**src/hw/rtl/wfr_pkg.sv**
```systemverilog
// shared types, constants and the colour ramp for the waterfall row store
// no dependencies; imported by the interfaces, the colour map, the top level and the testbench
`default_nettype none

package wfr_pkg;

	localparam int CFG_W       = 11;
	localparam int ROW_WIDTH_W = 11;
	localparam int DISP_ROWS_W = 9;
	localparam int SAMPLE_W    = 24;
	localparam int ROW_W       = 9;
	localparam int COLUMN_W    = 10;
	localparam int CHAN_W      = 8;
	localparam int TERM_W      = 28;

	localparam logic [ROW_WIDTH_W-1:0] ROW_WIDTH_RST = 11'd1024;
	localparam logic [DISP_ROWS_W-1:0] DISP_ROWS_RST = 9'd500;

	// command word actions
	localparam logic ACT_PUSH = 1'b0;
	localparam logic ACT_READ = 1'b1;

	// q8.16 constants
	localparam logic signed [TERM_W-1:0] ONE_Q   = 28'sd65536;
	localparam logic signed [TERM_W-1:0] HALF_Q  = 28'sd32768;
	localparam logic signed [TERM_W-1:0] THREE_Q = 28'sd196608;

	typedef enum logic [0:0] {
		REG_ROW_WIDTH    = 1'b0,
		REG_DISPLAY_ROWS = 1'b1
	} reg_index_t;

	typedef struct packed {
		logic [CHAN_W-1:0] red;
		logic [CHAN_W-1:0] green;
		logic [CHAN_W-1:0] blue;
	} pixel_t;

	localparam int PIXEL_W = $bits(pixel_t);

	// colour of a zero sample: red 0, green 255, blue 255
	localparam pixel_t ZERO_COLOUR = '{red: 8'd0, green: 8'd255, blue: 8'd255};
	localparam pixel_t BLACK       = '{red: 8'd0, green: 8'd0, blue: 8'd0};

	// clamp to 0..1 in q16, scale by 255 and truncate
	function automatic logic [CHAN_W-1:0] ramp(input logic signed [TERM_W-1:0] t);
		logic [16:0] c;
		logic [24:0] p;
		if (t < 0) begin
			c = 17'd0;
		end else if (t > ONE_Q) begin
			c = 17'h10000;
		end else begin
			c = t[16:0];
		end
		p = {c, 8'd0} - {8'd0, c};
		return p[23:16];
	endfunction

endpackage

`default_nettype wire

```
**src/hw/rtl/wfr_cmap.sv**
```systemverilog
// three-ramp colour map: signed q8.16 sample to 8-bit rgb
// depends on wfr_pkg
`default_nettype none

module wfr_cmap import wfr_pkg::*; (
	input  wire logic signed [SAMPLE_W-1:0] sample,
	output      pixel_t                     pixel
);

	logic signed [TERM_W-1:0] sx;
	logic signed [TERM_W-1:0] d;
	logic signed [TERM_W-1:0] dabs;

	always_comb begin
		sx   = TERM_W'(sample);
		d    = sx - HALF_Q;
		dabs = (d < 0) ? -d : d;
		pixel.blue  = ramp(THREE_Q - (sx <<< 2));
		pixel.red   = ramp((sx <<< 2) - ONE_Q);
		pixel.green = ramp((dabs <<< 2) - ONE_Q);
	end

endmodule

`default_nettype wire

```
**config.mk**
```make
export PLATFORM = sky130hd
export DESIGN_NAME = wfr_cmap
export DESIGN_NICKNAME = d
export VERILOG_FILES = /design/src/hw/rtl/wfr_pkg.sv /design/src/hw/rtl/wfr_cmap.sv
export SDC_FILE = /design/constraint.sdc
export NUM_CORES = 1
export LEC_CHECK = 0
export ABC_AREA = 1
export BUFFER_PORTS_ARGS = -buffer_cell sky130_fd_sc_hd__buf_2
export CORE_MARGIN = 8
export CORE_UTILIZATION = 30
export DETAILED_ROUTE_END_ITERATION = 12
export PLACE_DENSITY = 0.56
export SLEW_MARGIN = 20
export SYNTH_ARGS = -nofsm -noshare
export SYNTH_HDL_FRONTEND = slang
export SYNTH_SLANG_ARGS = --single-unit
```
**constraint.sdc**
```tcl
create_clock -name vclk -period 5.43
set_clock_uncertainty 0.2 [all_clocks]
set_input_delay 0.543 -clock vclk [all_inputs]
set_output_delay 0.543 -clock vclk [all_outputs]
set_load 0.05 [all_outputs]
```
==> results.yml <==
run_status:
  run_status: "completed"
global_routing:
  grt_max_degree: 20
  grt_overflow_total: 0
  grt_pass1_vias: 5336
  gr-usage-all-layers: 0.168
  antenna_found_initial: 0
  grt_first_pass_wirelength_um: 26100
layout:
  design.seq.count: 0
  nFillCells: 1691
  antennaDiodeCount: 0
  register_area_um2: 0
  syn2layout_area_growth_pct: 13.5
  nets: 976
  drive_gt1_frac: 0.146
  clock_buffers: 0
  finalCoreUtilization: 0.344
  fin_cells: 1106
  multi_input_area_um2: 3790
worst_setup_path:
  cpMaxStageDelayCell: "ha_1"
  cp-endpoint: "pixel[6]"
  cpMostUsedCell: "nand2_1"
  crit_path_end_kind: "output port"
  arrival_ns: 4.29
  crit_required_ns: 4.69
  path_cells: "buf_2 -> inv_1 -> ha_2 -> nand2_2 -> nor2_4 -> nand2_1 -> o21ai_2 -> xor2_2 -> nand4_1 -> nor2_1 -> nand2_2 -> clkbuf_2 -> inv_1 -> nand2_1 -> ha_1 -> nand2_1 -> nor2_2 -> nand4_1 -> nand4_1 -> nand2_1 -> nand2_1 -> clkbuf_4"
  path_class: "in -> out"
  cp-startpoint: "sample[1]"
  critPathLaunchType: "primary input"
  worstPathMaxFanout: 7
  slowest_delay_ns: 0.36
sta:
  finalSetupViolations: 0
  drv_slew: 0
  max_freq_mhz: 199
  tightest_slew_ns: 0.613
  fin_setup_tns_ns: 0
  hold_violations: 0
  timing.final.crit_period_ns: 5.03
  fin_crit_sh: 0.927
  rsz0062_at_grt: "no"
  worst_slack_ns: 0.396
  relSlewSlack: 0.586
worst_hold_path:
  hp-class: "in -> out"
clocking:
  cts_hold_buf: 0
floorplanning:
  fp.dieW_um: 136
  pin_count: 48
  core_um2: 14300
  start_util: 0.303
  die_area_um2: 18500
  row_count: 44
  die_y_um: 136
synthesis:
  netlist_area_um2: 4330
  synth_most_common_cell: "nand2_1"
  synth.distinct_cells: 44
  synth_common_cells: "257 x nand2_1, 120 x inv_1, 112 x nor2_1"
  yosysTopAreaCellShare: 0.223
  synth_area_leaders: "nand2_1 22%, nand3_1 11%, inv_1 10%, nor2_1 9.7%, ha_1 8.1%"
  seq_area_frac_synth: 0
  yosys.area.top_type: "nand2_1"
  synthCells: 869
  synth_warnings: 0
  syn_area_per_cell_um2: 4.99
  syn_nets: 921
drt:
  drtIter0Drc: 551
  vias_per_cell: 5.17
  ant_nets: 0
  drc_errors: 0
  vias: 5714
  routed_wl_um: 15900
  routedWlPerCell_um: 14.4
  dr.pass1.iters: 5
power:
  ir_worst_vdd_v: 0.0000388
  clkPwrFrac: 0
  p_seq_frac: 0
  p_leak_nw: 2.59
  power_frac_comb: 1.000
  powerDensity_nw_per_um2: 62.0
  switchingPower_w: 0.000221
  switching_share: 0.724
  internal-power_w: 0.0000841
placement:
  pre_cts_ws_ns: 0.0863
  io_buffers: 48
  place.gp.congestion: 0.985
  placed_cells: 1101
  dpl.hpwl_um: 13600
run:
  cap_violations: 0
==> worst min path at each step <==
stage                     slack (ns)        end  cells past startpoint       from
final                           1.48  pixel[18]                      4  sample[8]
after CTS                       1.49  pixel[18]                      4  sample[8]
after floorplan                 1.28  pixel[18]                      2  sample[8]
after detailed placement        1.48  pixel[18]                      4  sample[8]
after global placement          1.49  pixel[18]                      4  sample[8]
after global routing            1.52  pixel[18]                      4  sample[8]
==> what timing repair did <==
action	CTS	global route
hold endpoints to repair	0	0
buffers inserted	0	5
setup endpoints to repair	0	19
gates resized for setup	0	29
==> logic make-up after synthesis <==
| kind of cell | count (synthesis) | share of synthesized area |
|---|---|---|
| AO/OA/AOI/OAI | 95 | 0.131 |
| AND/OR/NAND/NOR | 582 | 0.604 |
| XOR/XNOR | 22 | 0.0445 |
| adder cells (fa/ha/maj) | 28 | 0.0808 |
| buffers and inverters | 142 | 0.140 |
==> through the flow <==
stage                     total power (W)  hold WS (ns)  area [µm²]
final                            0.000305          1.48        4920
after detailed placement         0.000292          1.48        4790
after CTS                        0.000293          1.49        4790
after global routing             0.000336          1.52        4920
after global placement           0.000294          1.49        4790
after floorplan                  0.000209          1.28        4330
==> worst max-delay path, delay by kind of cell <==
family | cells | cell delay [ns]
simple gates | 13 | 1.89
buf+inv | 5 | 0.73
fa+ha+maj | 2 | 0.59
compound gates | 1 | 0.27
xor+xnor | 1 | 0.24
==> area by class of cell <==
| cell class | count | share of cell area |
|---|---|---|
| multi-input combinational | 727 | 0.771 |
| inverter | 126 | 0.0972 |
| timing repair buffer | 69 | 0.0852 |
| tap | 184 | 0.0468 |
==> metal layers <==
metal / up-vias / GRT usage / part of all wire
met5: - / 0 / 0
met4: 0 / 0.0201 / 0.011
met3: 14 / 0.0163 / 0.073
met2: 198 / 0.279 / 0.44
met1: 2540 / 0.235 / 0.47
li1: 2962 / - / -
==> power by group through the flow <==
stage | Sequential (W) | Clock (W) | Combinational (W)
final | 0 | 0 | 0.000305
after global routing | 0 | 0 | 0.000336
after CTS | 0 | 0 | 0.000293
after detailed placement | 0 | 0 | 0.000292
after global placement | 0 | 0 | 0.000294
after floorplan | 0 | 0 | 0.000209
==> cells in the final DEF (no fill, tap or decap), types with 14 or more instances in the layout <==
master,instances
xor2_1,21
nand2_2,18
a21oi_1,29
nor2_2,14
nor2_1,108
o21ai_0,24
nor3_1,38
buf_4,20
nand3_1,97
inv_1,119
nand2_1,254
nand4_1,27
buf_2,40
ha_1,25
(Power assumes the default switching activity.)
